==> src/hw/rtl/lie_pkg.sv <==
package lie_pkg;

	localparam int unsigned POS_W    = 9;
	localparam int unsigned CHAR_W   = 8;
	localparam int unsigned LINE_MAX = 256;

	localparam logic [POS_W-1:0] CAP_RESET = 9'd80;
	localparam logic [POS_W-1:0] CAP_MAX   = POS_W'(LINE_MAX);

	localparam logic [CHAR_W-1:0] KEY_NONE  = 8'd0;
	localparam logic [CHAR_W-1:0] KEY_BS    = 8'd8;
	localparam logic [CHAR_W-1:0] KEY_LF    = 8'd10;
	localparam logic [CHAR_W-1:0] KEY_CR    = 8'd13;
	localparam logic [CHAR_W-1:0] KEY_SPACE = 8'd32;

	typedef enum logic [1:0] {
		RUN_CHAR = 2'd0,
		RUN_BS   = 2'd1,
		RUN_EOL  = 2'd2
	} run_kind_t;

	// one decoded key: everything the emitter needs to produce its beats
	typedef struct packed {
		run_kind_t         kind;
		logic [CHAR_W-1:0] code;
		logic [POS_W-1:0]  pos;
		logic              full;
	} run_t;

	typedef struct packed {
		logic load;
		run_t run;
	} emit_ctl_t;

endpackage

==> src/hw/rtl/lie_key_if.sv <==
interface lie_key_if;
	import lie_pkg::*;

	logic              valid;
	logic              ready;
	logic [CHAR_W-1:0] key_code;

	modport source (output valid, output key_code, input ready);
	modport sink   (input valid, input key_code, output ready);

endinterface

==> src/hw/rtl/lie_res_if.sv <==
interface lie_res_if;
	import lie_pkg::*;

	logic              valid;
	logic              ready;
	logic [CHAR_W-1:0] echo_char;
	logic              store_valid;
	logic [7:0]        store_index;
	logic [CHAR_W-1:0] store_char;
	logic              line_done;
	logic [POS_W-1:0]  line_length;
	logic              last_of_run;

	modport source (
		output valid, output echo_char, output store_valid, output store_index,
		output store_char, output line_done, output line_length, output last_of_run,
		input  ready
	);
	modport sink (
		input  valid, input echo_char, input store_valid, input store_index,
		input  store_char, input line_done, input line_length, input last_of_run,
		output ready
	);

endinterface

==> src/hw/rtl/line_input_editor.sv <==
// An accepted key waits in the input register, then loads the emitter, which
// shows its first echo beat: one beat per printable key, two for CR/LF, three
// for backspace, one beat per cycle while results.ready is high. Keys with no
// beats skip the emitter; the next key is taken while beats still drain.
// Reset (arst_n low) empties both stages, sets position 0 and capacity 80.
module line_input_editor import lie_pkg::*; (
	input  logic             clk,
	input  logic             arst_n,
	lie_key_if.sink          keys,
	lie_res_if.source        results,
	input  logic             cfg_we,
	input  logic [POS_W-1:0] cfg_wdata
);

	logic              s1_valid_q;
	logic [CHAR_W-1:0] key_s1;
	logic [POS_W-1:0]  pos_q;
	logic [POS_W-1:0]  cap_q;

	logic              has_run;
	run_t              run;
	logic [POS_W-1:0]  next_pos;
	logic              emit_free;
	logic              s1_take;
	emit_ctl_t         emit_ctl;

	lie_decode u_decode (
		.key_code (key_s1),
		.pos      (pos_q),
		.capacity (cap_q),
		.has_run  (has_run),
		.run      (run),
		.next_pos (next_pos)
	);

	// keys without any beat leave the input stage without waiting on the emitter
	assign s1_take       = s1_valid_q && (!has_run || emit_free);
	assign emit_ctl.load = s1_take && has_run;
	assign emit_ctl.run  = run;
	assign keys.ready    = !s1_valid_q || s1_take;

	lie_emit u_emit (
		.clk    (clk),
		.arst_n (arst_n),
		.ctl    (emit_ctl),
		.free   (emit_free),
		.res    (results)
	);

	always_ff @(posedge clk or negedge arst_n) begin
		if (!arst_n) begin
			s1_valid_q <= 1'b0;
			pos_q      <= '0;
			cap_q      <= CAP_RESET;
		end else begin
			if (keys.valid && keys.ready) begin
				s1_valid_q <= 1'b1;
			end else if (s1_take) begin
				s1_valid_q <= 1'b0;
			end
			if (s1_take) begin
				pos_q <= next_pos;
			end
			if (cfg_we) begin
				cap_q <= cfg_wdata;
			end
		end
	end

	always_ff @(posedge clk) begin
		if (keys.valid && keys.ready) begin
			key_s1 <= keys.key_code;
		end
	end

`ifndef ASSERT_OFF
	a_done_is_last: assert property (@(posedge clk) disable iff (!arst_n)
		results.valid && results.line_done |-> results.last_of_run)
		else $error("line_done on a beat that is not the last of its run");

	a_run_ends: assert property (@(posedge clk) disable iff (!arst_n)
		results.valid && results.ready && results.last_of_run && !emit_ctl.load
		|=> !results.valid)
		else $error("emitter kept sending after the last beat of a run");

	a_key_held: assert property (@(posedge clk) disable iff (!arst_n)
		keys.valid && keys.ready |=> s1_valid_q)
		else $error("accepted key lost from the input stage");

	a_pos_bound: assert property (@(posedge clk) disable iff (!arst_n)
		s1_take |=> pos_q < CAP_MAX)
		else $error("line position reached the line maximum");
`endif

endmodule

==> src/hw/rtl/lie_decode.sv <==
module lie_decode import lie_pkg::*; (
	input  logic [CHAR_W-1:0] key_code,
	input  logic [POS_W-1:0]  pos,
	input  logic [POS_W-1:0]  capacity,
	output logic              has_run,
	output run_t              run,
	output logic [POS_W-1:0]  next_pos
);

	logic [POS_W-1:0] cap_eff;
	logic [POS_W:0]   pos_inc;
	logic             full;

	always_comb begin
		if (capacity == '0) begin
			cap_eff = POS_W'(1);
		end else if (capacity > CAP_MAX) begin
			cap_eff = CAP_MAX;
		end else begin
			cap_eff = capacity;
		end
	end

	assign pos_inc = {1'b0, pos} + (POS_W+1)'(1);
	assign full    = pos_inc >= {1'b0, cap_eff};

	always_comb begin
		has_run   = 1'b0;
		next_pos  = pos;
		run.kind  = RUN_CHAR;
		run.code  = key_code;
		run.pos   = pos;
		run.full  = full;
		case (key_code)
			KEY_NONE: begin
				has_run = 1'b0;
			end
			KEY_BS: begin
				// backspace on an empty line is swallowed
				if (pos != '0) begin
					has_run  = 1'b1;
					run.kind = RUN_BS;
					next_pos = pos - POS_W'(1);
				end
			end
			KEY_LF, KEY_CR: begin
				has_run  = 1'b1;
				run.kind = RUN_EOL;
				next_pos = '0;
			end
			default: begin
				has_run  = 1'b1;
				run.kind = RUN_CHAR;
				next_pos = full ? '0 : pos_inc[POS_W-1:0];
			end
		endcase
	end

endmodule

==> src/hw/rtl/lie_emit.sv <==
module lie_emit import lie_pkg::*; (
	input  logic       clk,
	input  logic       arst_n,
	input  emit_ctl_t  ctl,
	output logic       free,
	lie_res_if.source  res
);

	logic       busy_q;
	run_t       run_q;
	logic [1:0] beat_q;
	logic       fire;
	logic       last;

	always_comb begin
		res.echo_char   = '0;
		res.store_valid = 1'b0;
		res.store_index = '0;
		res.store_char  = '0;
		res.line_done   = 1'b0;
		res.line_length = '0;
		last            = 1'b1;
		case (run_q.kind)
			RUN_BS: begin
				res.echo_char = (beat_q == 2'd1) ? KEY_SPACE : KEY_BS;
				last          = beat_q == 2'd2;
			end
			RUN_EOL: begin
				if (beat_q == 2'd0) begin
					res.echo_char   = KEY_CR;
					res.store_valid = 1'b1;
					res.store_index = run_q.pos[7:0];
					last            = 1'b0;
				end else begin
					res.echo_char   = KEY_LF;
					res.line_done   = 1'b1;
					res.line_length = run_q.pos;
				end
			end
			RUN_CHAR: begin
				res.echo_char   = run_q.code;
				res.store_valid = 1'b1;
				res.store_index = run_q.pos[7:0];
				res.store_char  = run_q.code;
				res.line_done   = run_q.full;
				res.line_length = run_q.full ? run_q.pos + POS_W'(1) : '0;
			end
			default: begin
				last = 1'b1;
			end
		endcase
	end

	assign res.valid       = busy_q;
	assign res.last_of_run = last;
	assign fire            = busy_q && res.ready;
	assign free            = !busy_q || (fire && last);

	always_ff @(posedge clk or negedge arst_n) begin
		if (!arst_n) begin
			busy_q <= 1'b0;
			beat_q <= '0;
		end else if (ctl.load) begin
			busy_q <= 1'b1;
			beat_q <= '0;
		end else if (fire) begin
			if (last) begin
				busy_q <= 1'b0;
			end
			beat_q <= beat_q + 2'd1;
		end
	end

	always_ff @(posedge clk) begin
		if (ctl.load) begin
			run_q <= ctl.run;
		end
	end

endmodule
==> src/flat_wrapper.sv <==
// flat-port wrapper written by rule: the top's interface ports become plain ports
module line_input_editor_flat import lie_pkg::*;
  (clk, arst_n, cfg_we, cfg_wdata, keys_valid, keys_key_code, keys_ready, results_valid, results_echo_char, results_store_valid, results_store_index, results_store_char, results_line_done, results_line_length, results_last_of_run, results_ready);
  lie_key_if keys_i ();
  lie_res_if results_i ();
  input  logic clk;
  input  logic arst_n;
  input  logic cfg_we;
  input  logic [POS_W-1:0] cfg_wdata;
  input wire logic [$bits(keys_i.valid)-1:0] keys_valid;
  input wire logic [$bits(keys_i.key_code)-1:0] keys_key_code;
  output wire logic [$bits(keys_i.ready)-1:0] keys_ready;
  output wire logic [$bits(results_i.valid)-1:0] results_valid;
  output wire logic [$bits(results_i.echo_char)-1:0] results_echo_char;
  output wire logic [$bits(results_i.store_valid)-1:0] results_store_valid;
  output wire logic [$bits(results_i.store_index)-1:0] results_store_index;
  output wire logic [$bits(results_i.store_char)-1:0] results_store_char;
  output wire logic [$bits(results_i.line_done)-1:0] results_line_done;
  output wire logic [$bits(results_i.line_length)-1:0] results_line_length;
  output wire logic [$bits(results_i.last_of_run)-1:0] results_last_of_run;
  input wire logic [$bits(results_i.ready)-1:0] results_ready;
  assign keys_i.valid = keys_valid;
  assign keys_i.key_code = keys_key_code;
  assign keys_ready = keys_i.ready;
  assign results_valid = results_i.valid;
  assign results_echo_char = results_i.echo_char;
  assign results_store_valid = results_i.store_valid;
  assign results_store_index = results_i.store_index;
  assign results_store_char = results_i.store_char;
  assign results_line_done = results_i.line_done;
  assign results_line_length = results_i.line_length;
  assign results_last_of_run = results_i.last_of_run;
  assign results_i.ready = results_ready;
  line_input_editor u_core (.clk(clk), .arst_n(arst_n), .keys(keys_i), .results(results_i), .cfg_we(cfg_we), .cfg_wdata(cfg_wdata));
endmodule
==> config.mk <==
export PLATFORM = sky130hd
export DESIGN_NAME = line_input_editor_flat
export DESIGN_NICKNAME = d
export VERILOG_FILES = /design/src/hw/rtl/lie_pkg.sv /design/src/hw/rtl/lie_key_if.sv /design/src/hw/rtl/lie_res_if.sv /design/src/hw/rtl/line_input_editor.sv /design/src/hw/rtl/lie_decode.sv /design/src/hw/rtl/lie_emit.sv /design/src/flat_wrapper.sv
export SDC_FILE = /design/constraint.sdc
export NUM_CORES = 1
export LEC_CHECK = 0
export BUFFER_PORTS_ARGS = -buffer_cell sky130_fd_sc_hd__buf_2
export CORE_AREA = 3 3 86 121
export DETAILED_ROUTE_END_ITERATION = 10
export DIE_AREA = 0 0 89 124
export GPL_TIMING_DRIVEN = 0
export PLACE_DENSITY = 0.61
export REMOVE_ABC_BUFFERS = 1
export SLEW_MARGIN = 20
export SYNTH_ARGS = -nofsm -noshare
export SYNTH_HDL_FRONTEND = slang
export SYNTH_HIERARCHICAL = 1
export SYNTH_SLANG_ARGS = --single-unit
==> constraint.sdc <==
create_clock -name clk -period 5.9 [get_ports clk]
set_clock_uncertainty 0.2 [all_clocks]
set_input_delay 1.18 -clock clk [delete_from_list [all_inputs] [get_ports clk]]
set_output_delay 1.18 -clock clk [all_outputs]
set_load 0.005 [all_outputs]
==> results of run 1 <==
power by group through the flow:
stage	registers [mW]	clock network (mW)	logic [mW]
2_1_floorplan	0.597	0	0.506
3_3_place_gp	0.633	0	0.716
4_1_cts	0.629	0.322	0.741
5_1_grt	0.652	0.334	0.835
3_5_place_dp	0.636	0	0.734
6_report	0.633	0.311	0.735
routing by layer:
layer	wire [um]	vias up
li1	-	1194
met5	0	-
met3	336	6
met2	3570	79
met1	2680	1123
met4	80	0
through the flow:
stage	instances	hold WS, ps	cell area, um2
after floorplan	286	251	3030
after global placement	455	263	3460
after detailed placement	455	279	3460
after CTS	463	288	3630
after global routing	463	296	3640
final	463	282	3640
cells in the final DEF, fill, tap and decap left out, types with 3 or more instances in the layout:
cell / instances
sky130_fd_sc_hd__buf_2: 59
sky130_fd_sc_hd__edfxtp_1: 28
sky130_fd_sc_hd__nand2_1: 27
sky130_fd_sc_hd__dfrtp_1: 20
sky130_fd_sc_hd__ha_1: 19
sky130_fd_sc_hd__mux2_2: 18
sky130_fd_sc_hd__inv_1: 18
sky130_fd_sc_hd__nor2_1: 15
sky130_fd_sc_hd__nand3_1: 13
sky130_fd_sc_hd__a21oi_1: 11
sky130_fd_sc_hd__xnor2_1: 10
sky130_fd_sc_hd__nand4_1: 9
sky130_fd_sc_hd__and2_1: 8
sky130_fd_sc_hd__o21ai_0: 8
sky130_fd_sc_hd__nor2b_1: 8
sky130_fd_sc_hd__clkbuf_16: 5
sky130_fd_sc_hd__nor4_1: 5
sky130_fd_sc_hd__nand2b_1: 4
sky130_fd_sc_hd__and3_1: 4
sky130_fd_sc_hd__o21ai_1: 4
sky130_fd_sc_hd__or4_1: 4
sky130_fd_sc_hd__o211ai_1: 4
sky130_fd_sc_hd__o22ai_1: 3
sky130_fd_sc_hd__nor3_1: 3
sky130_fd_sc_hd__or3_1: 3
critical path, cell delays in order (launching register included):
cell and delay [ps]:
sky130_fd_sc_hd__dfrtp_1 540, sky130_fd_sc_hd__inv_1 140, sky130_fd_sc_hd__ha_1 180, sky130_fd_sc_hd__or3b_2 490, sky130_fd_sc_hd__o41ai_4 650, sky130_fd_sc_hd__nand2_1 220
sky130_fd_sc_hd__nand3b_1 200, sky130_fd_sc_hd__buf_2 140
cell families (layout without fill, tap and decap cells):
logic type                 count (synthesis)  in the layout  synth area share
AOI/OAI and AO/OA                         46             46            0.0973
xor gates and xnor gates                  12             12            0.0322
adders and majority gates                 19             19            0.0728
buffers and inverters                     50             86            0.0935
DFF                                       50             50             0.427
muxes                                     19             19            0.0651
and+or+nand+nor                          121            121             0.212
state kept, by name, indices dropped and copies added, names as in the netlist:
name / cells
u_core/key_s1: 8
u_core/u_emit/run_q: 20
u_core/s1_valid_q: 1
u_core/u_emit/res.valid: 1
u_core/cap_q: 9
u_core/pos_q: 9
u_core/u_emit/beat_q: 2
worst max path at each step:
stage / from / to / slack [ps] / cells after the start
after floorplan: u_core/pos_q[0] / keys_ready / 2260 / 6
after global placement: u_core/pos_q[0] / keys_ready / 1750 / 7
after detailed placement: u_core/pos_q[0] / keys_ready / 1720 / 7
after CTS: u_core/pos_q[0] / keys_ready / 1380 / 7
after global routing: u_core/pos_q[0] / keys_ready / 1550 / 7
final: u_core/pos_q[0] / keys_ready / 1690 / 7
cell type report:
type,instances,area share
repair buffers,59,0.0812
well taps,110,0.0378
clock inverters,1,0.00825
inverters,19,0.0196
multi-input cells,217,0.434
flip-flops and latches,50,0.383
clock buffers,7,0.0365
==> qor_table.md, run 1 <==
| Stage | Item | Value |
| --- | --- | --- |
| outcome | Status | finished clean |
| synthesis | Top-area cell type share of the netlist area | 0.257 |
| synthesis | Area leader, netlist | sky130_fd_sc_hd__edfxtp_1 |
| finish | Total Nets Final | 393 |
| floorplanning | Horiz. Die Dim | 89 um |
| sta | Achievable Freq | 0.237 GHz |
| sta | Setup TNS after final layout | 0 ps |
| placed design | GPL Wtd Cong | 0.806 |
| min path | End point of the worst hold path | u_core/u_emit/run_q[16] |
| global routing | First-pass GRT wire length | 10.8 mm |
| worst setup path | Critical Path Start Type | flip-flop |
| placed design | HPWL after detailed placement | 5.06 mm |
| synthesis | Number of synthesized flops with an enable pin | 28 |
| clocking | Clock insertion delay at the later pin of the skew report | 280 ps |
| power and ir drop | Total power after layout | 1.68 mW |
| synthesis | Most common cell in the netlist | sky130_fd_sc_hd__edfxtp_1 |
| power and ir drop | Switching Power | 644 uW |
| clocking | H-tree depth reported by CTS | 2 |
| global routing | GR met3 Demand/Resource | 0.0258 |
| finish | Proportion of layout cells with a drive suffix above 1 | 0.295 |
| global routing | Initial antenna violation count | 0 |
| synthesis | Total number of yosys warnings | 6 |
| power and ir drop | Worst IR drop on VDD | 184 uV |
| floorplanning | Top-level port count | 60 |
| worst setup path | Kind of end point of the critical path | primary output |
| drt | Vias per cell | 5.19 |
| worst setup path | CP required | 4520 ps |
| floorplanning | Row count | 42 |
| worst setup path | Critical Setup Path Class | flip-flop to primary output |
| finish | Post-synthesis to final-layout area growth | 11.4% |
| drt | Routed length per instance | 14.4 um |
| floorplanning | Starting density of the core | 0.347 |
| synthesis | Syn Area/Cell | 10.3 um2 |
| floorplanning | DIE HEIGHT | 124 um |
| min path | Source of the worst hold timing path | u_core/key_s1[6] |
| power and ir drop | Cell internal pwr | 1.03 mW |
| synthesis | Top post-synthesis cells by area | sky130_fd_sc_hd__edfxtp_1 26%, sky130_fd_sc_hd__dfrtp_1 15%, sky130_fd_sc_hd__ha_1 7.3% |
| power and ir drop | Static leakage power | 1.61 nW |
| synthesis | Synth cell count leaders | 28 x sky130_fd_sc_hd__edfxtp_1, 27 x sky130_fd_sc_hd__nand2_1, 24 x sky130_fd_sc_hd__buf_4 |
| sta | Count of endpoints failing hold in the final timing report | 0 |
| power and ir drop | Power density over the cells | 461 nW/um2 |
| clocking | CTS tree | built |
| worst setup path | Critical-path maximum fanout | 12 |
| synthesis | Most common flop cell mapped by yosys | sky130_fd_sc_hd__edfxtp_1 |
| power and ir drop | Clock share of power | 0.185 |
| drt | DRC violations left | 0 |
| global routing | Vias in the first global route | 2335 |
| finish | Combined area of the multi-input logic cells | 1580 um2 |
| drt | Detail Route Antenna Nets | 0 |
| drt | Detailed-router iteration count before antenna repair | 4 |
| synthesis | Ys async rst share | 0.440 |
| sta | Number of max-slew violations in the final report | 0 |
| sta | RSZ-0062 raised after global routing | no |
| sta | Final critical path time including I/O delays and setup | 4210 ps |
| run | Number of maximum-capacitance constraint violations | 0 |
| global routing | Gr busiest metal | met2 |
| sta | Final worst path period share | 0.714 |
| worst setup path | R2R Setup Slk | 2200 ps |
| power and ir drop | Share of power burned in registers | 0.377 |
| worst setup path | Worst EP arrival | 2830 ps |
| global routing | Met2 layer usage reported by global route | 0.219 |
| finish | Utilization of the core after routing | 0.387 |
| clocking | Clock tree root buffer cell | sky130_fd_sc_hd__clkbuf_16 |
| finish | # diodes | 0 |
| finish | Sequential standard cell area | 1390 um2 |
| synthesis | Synthesized area | 3270 um2 |
| sta | Final Worst Setup Slack | 1690 ps |
| global routing | GRT Overall Usage | 0.124 |
| clocking | Post-CTS clock slew at the launch and capture registers of the worst setup and hold paths | 60 ps |
| clocking | Number of clock sinks seen by CTS | 50 |
| clocking | CTS-repair resized insts | 0 |
| synthesis | Post-synthesis sequential area ratio | 0.427 |
| placed design | Worst slack after detailed placement | 1720 ps |
| clocking | Clock Tree Buf Depth | 2 |
| power and ir drop | Switching power as a share of total power | 0.384 |
| min path | Cell depth of the worst hold path | 0 |
| placed design | Count of input and output buffers | 59 |
| worst setup path | Worst reg-to-reg path cell count | 12 |
| worst setup path | Reg-to-reg critical path endpoint | u_core/pos_q[0] |
| synthesis | Count of unique library cells instantiated by Yosys | 58 |
| sta | Worst-case headroom to the max-slew limit | 0.479 |
| clocking | Setup repair bufs after CTS | 0 |
| floorplanning | Die footprint | 11000 um2 |
| synthesis | Gate Count Post-Synth | 317 |
| synthesis | Flip-flop and latch count after synthesis | 50 |
| worst setup path | Source of the worst register-to-register timing path | u_core/pos_q[0] |
| drt | Total length of routed wires | 6.67 mm |
| global routing | Pin count of the biggest net entering global routing | 24 |
| floorplanning | Area of the core region | 9410 um2 |
| drt | Total via count in the routed design | 2402 |
| min path | Kind of path behind the tightest hold check | flip-flop to flip-flop |
| clocking | Number of buffers created by CTS | 5 |
| power and ir drop | Part of the power in combinational logic | 0.438 |
| clocking | Hold-fix buffers, CTS | 0 |
| global routing | Global routing met1 resource utilization | 0.144 |
| sta | Transition time of the tightest slew-check pin | 779 ps |
| finish | FILL cells | 941 |
| sta | Final Setup Violations | 0 |
| global routing | Final global-route overflow total | 0 |
| drt | Starting DRC count in detailed routing | 145 |
(Power assumes the default switching activity.)
==> inputs of run 2 (changes only) <==
ABC_AREA = 1   (was default)
CORE_AREA = 3 3 89 125   (was 3 3 86 121)
DIE_AREA = 0 0 92 128   (was 0 0 89 124)
PLACE_DENSITY = 0.63   (was 0.61)
clock period = 3.6 ns   (was 5.9 ns; I/O delays follow)
==> run 2 against run 1 <==
  * Total power up 80%
  * Critical path depth rose by 2
  * Cell count increased by 36%
  * Utilization grew 0.57 points
  * Flip-flop and latch count unchanged
==> qor_table.md, run 2 <==
| Stage | Item | Value |
| --- | --- | --- |
| drt | Total length of routed wires | 7.50 mm |
| global routing | Pin count of the biggest net entering global routing | 23 |
| finish | # diodes | 0 |
| worst setup path | Family of cells with the greatest summed delay on the critical path | simple AND/OR/NAND/NOR gates |
| finish | Flip-flop count of the largest register after layout | 20 |
| worst setup path | Slowest-stage cell, CP | sky130_fd_sc_hd__dfrtp_1 |
| synthesis | Most common cell in the netlist | sky130_fd_sc_hd__nand2_1 |
| floorplanning | Area of the core region | 10000 um2 |
| global routing | GRT Overall Usage | 0.134 |
| finish | Sequential standard cell area | 1390 um2 |
| worst setup path | Kind of end point of the critical path | primary output |
| finish | Total Nets Final | 534 |
| placed design | Inst Count DP | 621 |
| sta | RSZ-0062 raised after global routing | no |
| placed design | GPL Wtd Cong | 0.866 |
| clocking | Number of clock sinks seen by CTS | 50 |
| synthesis | Synth cell count leaders | 123 x sky130_fd_sc_hd__nand2_1, 61 x sky130_fd_sc_hd__inv_1, 51 x sky130_fd_sc_hd__nand3_1 |
| synthesis | Adder-cell share of the synthesized area | 0.0675 |
| placed design | Count of input and output buffers | 59 |
| floorplanning | Die footprint | 11800 um2 |
| synthesis | Ys async rst share | 0.440 |
| clocking | H-tree depth reported by CTS | 2 |
| synthesis | Dominant combinational cell family by area after synthesis | simple AND/OR/NAND/NOR gates |
| clocking | Clock insertion delay at the later pin of the skew report | 280 ps |
| sta | Setup TNS after final layout | 0 ps |
| drt | Vias per cell | 4.61 |
| drt | Detail Route Antenna Nets | 0 |
| synthesis | Total number of yosys warnings | 6 |
| floorplanning | Starting density of the core | 0.352 |
| synthesis | Synthesized area | 3520 um2 |
| sta | Final critical path time including I/O delays and setup | 3120 ps |
| synthesis | Gate Count Post-Synth | 455 |
| clocking | CTS tree | built |
| clocking | Post-CTS clock slew at the launch and capture registers of the worst setup and hold paths | 70 ps |
| synthesis | Most common flop cell mapped by yosys | sky130_fd_sc_hd__edfxtp_1 |
| worst setup path | Critical Path Start Type | flip-flop |
| worst setup path | Biggest cell delay along the critical path | 510 ps |
| worst setup path | Critical-path maximum fanout | 8 |
| min path | Kind of path behind the tightest hold check | input port to async pin |
| finish | Utilization of the core after routing | 0.392 |
| synthesis | Flip-flop and latch count after synthesis | 50 |
| clocking | Clock Tree Buf Depth | 2 |
| finish | Biggest register | u_core/u_emit/run_q |
| floorplanning | Horiz. Die Dim | 92 um |
| clocking | CTS-repair resized insts | 0 |
| synthesis | Count of unique library cells instantiated by Yosys | 32 |
| drt | Routed length per instance | 11.9 um |
| sta | Worst hold slack | 201 ps |
| placed design | Worst slack after detailed placement | 593 ps |
| sta | Count of endpoints failing hold in the final timing report | 0 |
| synthesis | Synthesized-area fraction occupied by ao, oa, aoi and oai cells | 0.0465 |
| sta | Worst-case headroom to the max-slew limit | 0.503 |
| synthesis | Post-synthesis sequential area ratio | 0.396 |
| global routing | Final global-route overflow total | 0 |
| sta | Number of max-slew violations in the final report | 0 |
| global routing | Vias in the first global route | 2850 |
| finish | Most frequent standard cell in the layout excluding fill and tap cells | sky130_fd_sc_hd__nand2_1 |
| finish | FILL cells | 1081 |
| global routing | First-pass GRT wire length | 12.9 mm |
| synthesis | Area leader, netlist | sky130_fd_sc_hd__edfxtp_1 |
| synthesis | Number of synthesized flops with an enable pin | 28 |
| global routing | Initial antenna violation count | 0 |
| sta | Final worst path period share | 0.866 |
| clocking | Clock tree root buffer cell | sky130_fd_sc_hd__clkbuf_16 |
| synthesis | Portion of netlist area occupied by mux cells | 0 |
| worst setup path | Worst EP arrival | 2200 ps |
| floorplanning | Top-level port count | 60 |
| power and ir drop | Worst IR drop on VDD | 267 uV |
| drt | Detailed-router iteration count before antenna repair | 4 |
| finish | Number of cells in the finished layout apart from fillers | 629 |
| finish | Registers with the most flip-flops | u_core/u_emit/run_q (20), u_core/cap_q (9), u_core/pos_q (9) |
| worst setup path | WP buf/inv | 2 |
| floorplanning | Row count | 43 |
| sta | Achievable Freq | 0.321 GHz |
| synthesis | Top post-synthesis cells by area | sky130_fd_sc_hd__edfxtp_1 24%, sky130_fd_sc_hd__dfrtp_1 14%, sky130_fd_sc_hd__nand2_1 13% |
| sta | Transition time of the tightest slew-check pin | 745 ps |
| synthesis | Simple-gate share of the synthesized area | 0.328 |
| clocking | Setup repair bufs after CTS | 0 |
| worst setup path | Critical Setup Path Class | flip-flop to primary output |
| run | Number of maximum-capacitance constraint violations | 0 |
| worst setup path | CP required | 2680 ps |
| worst setup path | CP Cell Sequence | inv_1 -> ha_1 -> nand2_1 -> nor2_2 -> nand3_4 -> nand2_2 -> nand2_1 -> nand3_1 -> buf_2 |
| clocking | Number of buffers created by CTS | 5 |
| clocking | Hold-fix buffers, CTS | 0 |
| finish | Proportion of layout cells with a drive suffix above 1 | 0.215 |
| drt | Starting DRC count in detailed routing | 168 |
| synthesis | Top-area cell type share of the netlist area | 0.239 |
| drt | Total via count in the routed design | 2901 |
| worst setup path | Most Frequent Cell on Critical Path | sky130_fd_sc_hd__nand2_1 |
| finish | Combined area of the multi-input logic cells | 1630 um2 |
| synthesis | Parity-gate share of the synthesized area counting xor and xnor cells | 0.0199 |
| drt | DRC violations left | 0 |
| power and ir drop | Power density over the cells | 768 nW/um2 |
| outcome | Status | finished clean |
| finish | Post-synthesis to final-layout area growth | 11.5% |
| placed design | HPWL after detailed placement | 5.99 mm |
| synthesis | Syn Area/Cell | 7.74 um2 |
| finish | Most frequent cells in the layout | 123 x sky130_fd_sc_hd__nand2_1, 61 x sky130_fd_sc_hd__inv_1, 59 x sky130_fd_sc_hd__buf_2 |
| power and ir drop | Static leakage power | 2.05 nW |
| sta | Final Setup Violations | 0 |
| sta | Final Worst Setup Slack | 482 ps |
| floorplanning | DIE HEIGHT | 128 um |
-- run 2: changes by cell type in the layout (fill, tap and decap cells not counted), moves of 9 or more --
| cell | delta |
|---|---|
| sky130_fd_sc_hd__nand2_1 | +96 |
| sky130_fd_sc_hd__inv_1 | +43 |
| sky130_fd_sc_hd__nand3_1 | +38 |
| sky130_fd_sc_hd__nor2_1 | +20 |
| sky130_fd_sc_hd__mux2_2 | -18 |
| sky130_fd_sc_hd__inv_2 | +10 |
| sky130_fd_sc_hd__xnor2_1 | -9 |
-- run 2: final cells by class --
| class | count | area share |
|---|---|---|
| Sequential cell | 50 | 0.355 |
| Clock buffer | 6 | 0.0328 |
| Multi-Input combinational cell | 304 | 0.414 |
| Inverter | 73 | 0.0701 |
| Clock inverter | 2 | 0.00956 |
| Timing Repair Buffer | 59 | 0.0752 |
| Tap cell | 135 | 0.0430 |
-- run 2: power by group --
group	total (mW)	switching [mW]	internal, mW	leakage, nW
clock network	0.518	0.191	0.328	0.0771
registers	1.05	0.205	0.841	0.546
logic	1.45	0.925	0.526	1.42
total	3.02	1.32	1.69	2.05
-- run 2: stage by stage --
| stage | area [um2] | total power [mW] |
|---|---|---|
| floorplan | 3300 | 2.02 |
| global placement | 3760 | 2.47 |
| detailed placement | 3760 | 2.52 |
| CTS | 3930 | 3.05 |
| global route | 3930 | 3.30 |
| finish | 3930 | 3.02 |
-- run 2: routing by layer --
| layer | vias up | track usage | part of all wire |
|---|---|---|---|
| met1 | 1317 | 0.149 | 0.40 |
| li1 | 1498 | - | - |
| met5 | - | 0 | 0 |
| met4 | 0 | 0.0411 | 0.012 |
| met2 | 79 | 0.259 | 0.54 |
| met3 | 7 | 0.0170 | 0.047 |
-- run 2: kinds of logic (layout without fill, tap and decap cells) --
| group | count (synthesis) | count (layout) |
|---|---|---|
| adder cells (fa/ha/maj) | 19 | 19 |
| AO/OA/AOI/OAI | 32 | 32 |
| XOR/XNOR | 8 | 8 |
| buffers and inverters | 101 | 140 |
| AND/OR/NAND/NOR | 245 | 245 |
| flip-flops | 50 | 50 |
-- run 2: worst register-to-register path, stage by stage, from the launching register on --
cell and delay, ps:
sky130_fd_sc_hd__dfrtp_1 550, sky130_fd_sc_hd__inv_1 180, sky130_fd_sc_hd__ha_1 280, sky130_fd_sc_hd__nand2_1 90, sky130_fd_sc_hd__nor2_2 60, sky130_fd_sc_hd__nand3_4 150
sky130_fd_sc_hd__nand2_2 90, sky130_fd_sc_hd__nand2_1 150, sky130_fd_sc_hd__nand3_1 90, sky130_fd_sc_hd__inv_1 570, sky130_fd_sc_hd__inv_1 220, sky130_fd_sc_hd__nand3_1 150
sky130_fd_sc_hd__o21ai_0 90
-- run 2: path summary, 6_finish.rpt --
kind / start / end / slack [ps] / cells after the start
setup / recovery: u_core/pos_q[0] / keys_ready / 480 / 9
hold / removal: arst_n / u_core/cap_q[7] / 200 / 1
setup reg to reg: u_core/pos_q[0] / u_core/u_emit/beat_q[1] / 620 / 12
hold reg to reg: u_core/key_s1[7] / u_core/u_emit/run_q[17] / 260 / 0
max in group asynchronous: arst_n / u_core/cap_q[4] / 2640 / 1
min in group clk: u_core/key_s1[7] / u_core/u_emit/run_q[17] / 260 / 0
==> inputs of run 3 (changes only) <==
RECOVER_POWER = 100   (was default)
SKIP_LAST_GASP = 1   (was default)
==> run 3 against run 2 <==
  * Setup slack worse by 110 ps
  * Fmax decreased by 3.4%
  * Routed wire length grew 0.19%
  * Non-clock buffer count did not move
  * Global-route usage unchanged
  * Highest routed layer unchanged
  * Cell count unchanged
  * First-iteration DRC count decreased by 6.5%
  * Critical endpoint unchanged
  * Largest cell class unchanged
==> qor_table.md, run 3 (synthesized netlist as in run 2, its figures left out) <==
| Stage | Item | Value |
| --- | --- | --- |
| clocking | Number of buffers created by CTS | 5 |
| sta | Final Setup Violations | 0 |
| min path | Source of the worst hold timing path | u_core/key_s1[7] |
| clocking | Post-CTS clock slew at the launch and capture registers of the worst setup and hold paths | 60 ps |
| sta | Count of endpoints failing hold in the final timing report | 0 |
| sta | Final critical path time including I/O delays and setup | 3230 ps |
| run | Number of maximum-capacitance constraint violations | 0 |
| finish | # diodes | 0 |
| outcome | Status | finished clean |
| sta | Setup TNS after final layout | 0 ps |
| global routing | Initial antenna violation count | 0 |
| worst setup path | Critical Path Start Type | flip-flop |
| finish | Most frequent cells in the layout | 127 x sky130_fd_sc_hd__nand2_1, 63 x sky130_fd_sc_hd__inv_1, 52 x sky130_fd_sc_hd__nand3_1 |
| sta | Final worst path period share | 0.897 |
| worst setup path | Worst reg-to-reg path cell count | 16 |
| worst setup path | Source of the worst register-to-register timing path | u_core/pos_q[0] |
| clocking | Clock insertion delay at the later pin of the skew report | 280 ps |
| worst setup path | Worst EP arrival | 2310 ps |
| global routing | GRT Overall Usage | 0.134 |
| drt | Vias per cell | 4.63 |
| worst setup path | Critical Setup Path Class | flip-flop to primary output |
| global routing | Vias in the first global route | 2850 |
| floorplanning | Horiz. Die Dim | 92 um |
| drt | Total via count in the routed design | 2913 |
| clocking | CTS tree | built |
| global routing | Final global-route overflow total | 0 |
| min path | Cell depth of the worst hold path | 0 |
| finish | Proportion of layout cells with a drive suffix above 1 | 0.160 |
| worst setup path | Reg-to-reg critical path endpoint | u_core/pos_q[0] |
| min path | End point of the worst hold path | u_core/u_emit/run_q[17] |
| sta | Final Worst Setup Slack | 372 ps |
| clocking | CTS-repair resized insts | 0 |
| power and ir drop | Static leakage power | 1.98 nW |
| clocking | Hold-fix buffers, CTS | 0 |
| clocking | Clock tree root buffer cell | sky130_fd_sc_hd__clkbuf_16 |
| clocking | H-tree depth reported by CTS | 2 |
| floorplanning | Starting density of the core | 0.352 |
| placed design | Worst slack after detailed placement | 593 ps |
| worst setup path | CP required | 2680 ps |
| finish | Total Nets Final | 534 |
| sta | Number of max-slew violations in the final report | 0 |
| finish | Post-synthesis to final-layout area growth | 9.94% |
| finish | Biggest register | u_core/u_emit/run_q |
| finish | Registers with the most flip-flops | u_core/u_emit/run_q (20), u_core/cap_q (9), u_core/pos_q (9) |
| sta | Worst-case headroom to the max-slew limit | 0.186 |
| drt | Total length of routed wires | 7.52 mm |
| placed design | GPL Wtd Cong | 0.866 |
| floorplanning | Die footprint | 11800 um2 |
| drt | Detailed-router iteration count before antenna repair | 4 |
| placed design | HPWL after detailed placement | 5.99 mm |
| placed design | Count of input and output buffers | 59 |
| power and ir drop | Worst IR drop on VDD | 266 uV |
| drt | DRC violations left | 0 |
| sta | Transition time of the tightest slew-check pin | 1220 ps |
| finish | Most frequent standard cell in the layout excluding fill and tap cells | sky130_fd_sc_hd__nand2_1 |
| worst setup path | R2R Setup Slk | 430 ps |
| min path | Kind of path behind the tightest hold check | flip-flop to flip-flop |
| global routing | First-pass GRT wire length | 12.9 mm |
| worst setup path | Critical-path maximum fanout | 8 |
| floorplanning | DIE HEIGHT | 128 um |
| finish | Flip-flop count of the largest register after layout | 20 |
| clocking | Setup repair bufs after CTS | 0 |
| floorplanning | Row count | 43 |
| placed design | Inst Count DP | 621 |
| power and ir drop | Total power after layout | 2.97 mW |
| power and ir drop | Power density over the cells | 767 nW/um2 |
| sta | Achievable Freq | 0.310 GHz |
| sta | RSZ-0062 raised after global routing | no |
| clocking | Clock Tree Buf Depth | 2 |
| drt | Starting DRC count in detailed routing | 157 |
| floorplanning | Top-level port count | 60 |
| drt | Routed length per instance | 11.9 um |
| floorplanning | Area of the core region | 10000 um2 |
| clocking | Number of clock sinks seen by CTS | 50 |
| worst setup path | Kind of end point of the critical path | primary output |
| drt | Detail Route Antenna Nets | 0 |
| global routing | Pin count of the biggest net entering global routing | 23 |
| finish | Number of cells in the finished layout apart from fillers | 629 |
==> run 3: cell types whose count changed in the layout (fill, tap and decap cells not counted), moves of 2 or more <==
cell,change
sky130_fd_sc_hd__buf_2,-24
sky130_fd_sc_hd__clkbuf_1,+15
sky130_fd_sc_hd__clkbuf_2,+7
sky130_fd_sc_hd__nand2_1,+4
sky130_fd_sc_hd__nand2_2,-3
sky130_fd_sc_hd__buf_1,+2
sky130_fd_sc_hd__inv_1,+2
sky130_fd_sc_hd__inv_2,-2
sky130_fd_sc_hd__nor3_1,+2
sky130_fd_sc_hd__nor3_2,-2
sky130_fd_sc_hd__o21ai_0,+2
sky130_fd_sc_hd__o21ai_1,-2
==> run 3: per-stage QoR <==
| stage | instance area (um2) | util | hold WS, ps |
|---|---|---|---|
| after CTS | 3930 | 0.392 | 222 |
| after detailed placement | 3760 | 0.376 | 243 |
| after floorplan | 3300 | - | 224 |
| after global routing | 3870 | 0.387 | 263 |
| after global placement | 3760 | 0.376 | 231 |
| final | 3870 | 0.387 | 259 |
==> run 3: report_power, final <==
part / total [mW] / switching [mW] / internal [mW]
clock: 0.518 / 0.190 / 0.328
combinational: 1.41 / 0.913 / 0.496
sequential: 1.04 / 0.203 / 0.840
total: 2.97 / 1.31 / 1.66
==> run 3: worst max-delay path by stage <==
stage | start | end | slack, ps | cells past startpoint
after floorplan | u_core/pos_q[0] | u_core/u_emit/beat_q[0] | 1160 | 12
after CTS | u_core/pos_q[0] | keys_ready | 470 | 9
after global routing | u_core/pos_q[0] | keys_ready | 150 | 9
after detailed placement | u_core/pos_q[0] | u_core/u_emit/beat_q[1] | 590 | 12
after global placement | u_core/pos_q[0] | u_core/u_emit/beat_q[1] | 700 | 12
final | u_core/pos_q[0] | keys_ready | 370 | 9
==> run 3: cell type report <==
class	count	area (um2)
multi-input cells	304	1600
repair buffers	59	274
fillers	1101	6130
clock buffers	6	129
well taps	135	169
inverters	73	275
flip-flops and latches	50	1390
clock inverters	2	37.5
==> run 3: routing by layer <==
metal | global-route usage | wire length, um | vias to the layer above
met2 | 0.259 | 4030 | 86
met1 | 0.149 | 3020 | 1320
met3 | 0.0170 | 373 | 7
met4 | 0.0411 | 93 | 0
met5 | 0 | 0 | -
li1 | - | - | 1500
==> run 3: critical path, cell delays in order (launching register included) <==
cell and delay, ps:
sky130_fd_sc_hd__dfrtp_1 510, sky130_fd_sc_hd__inv_1 200, sky130_fd_sc_hd__ha_1 250, sky130_fd_sc_hd__nand2_1 70, sky130_fd_sc_hd__nor2_1 240, sky130_fd_sc_hd__nand3_4 160, sky130_fd_sc_hd__nand2_1 150, sky130_fd_sc_hd__nand2_1 130
sky130_fd_sc_hd__nand3_1 190, sky130_fd_sc_hd__clkbuf_1 130
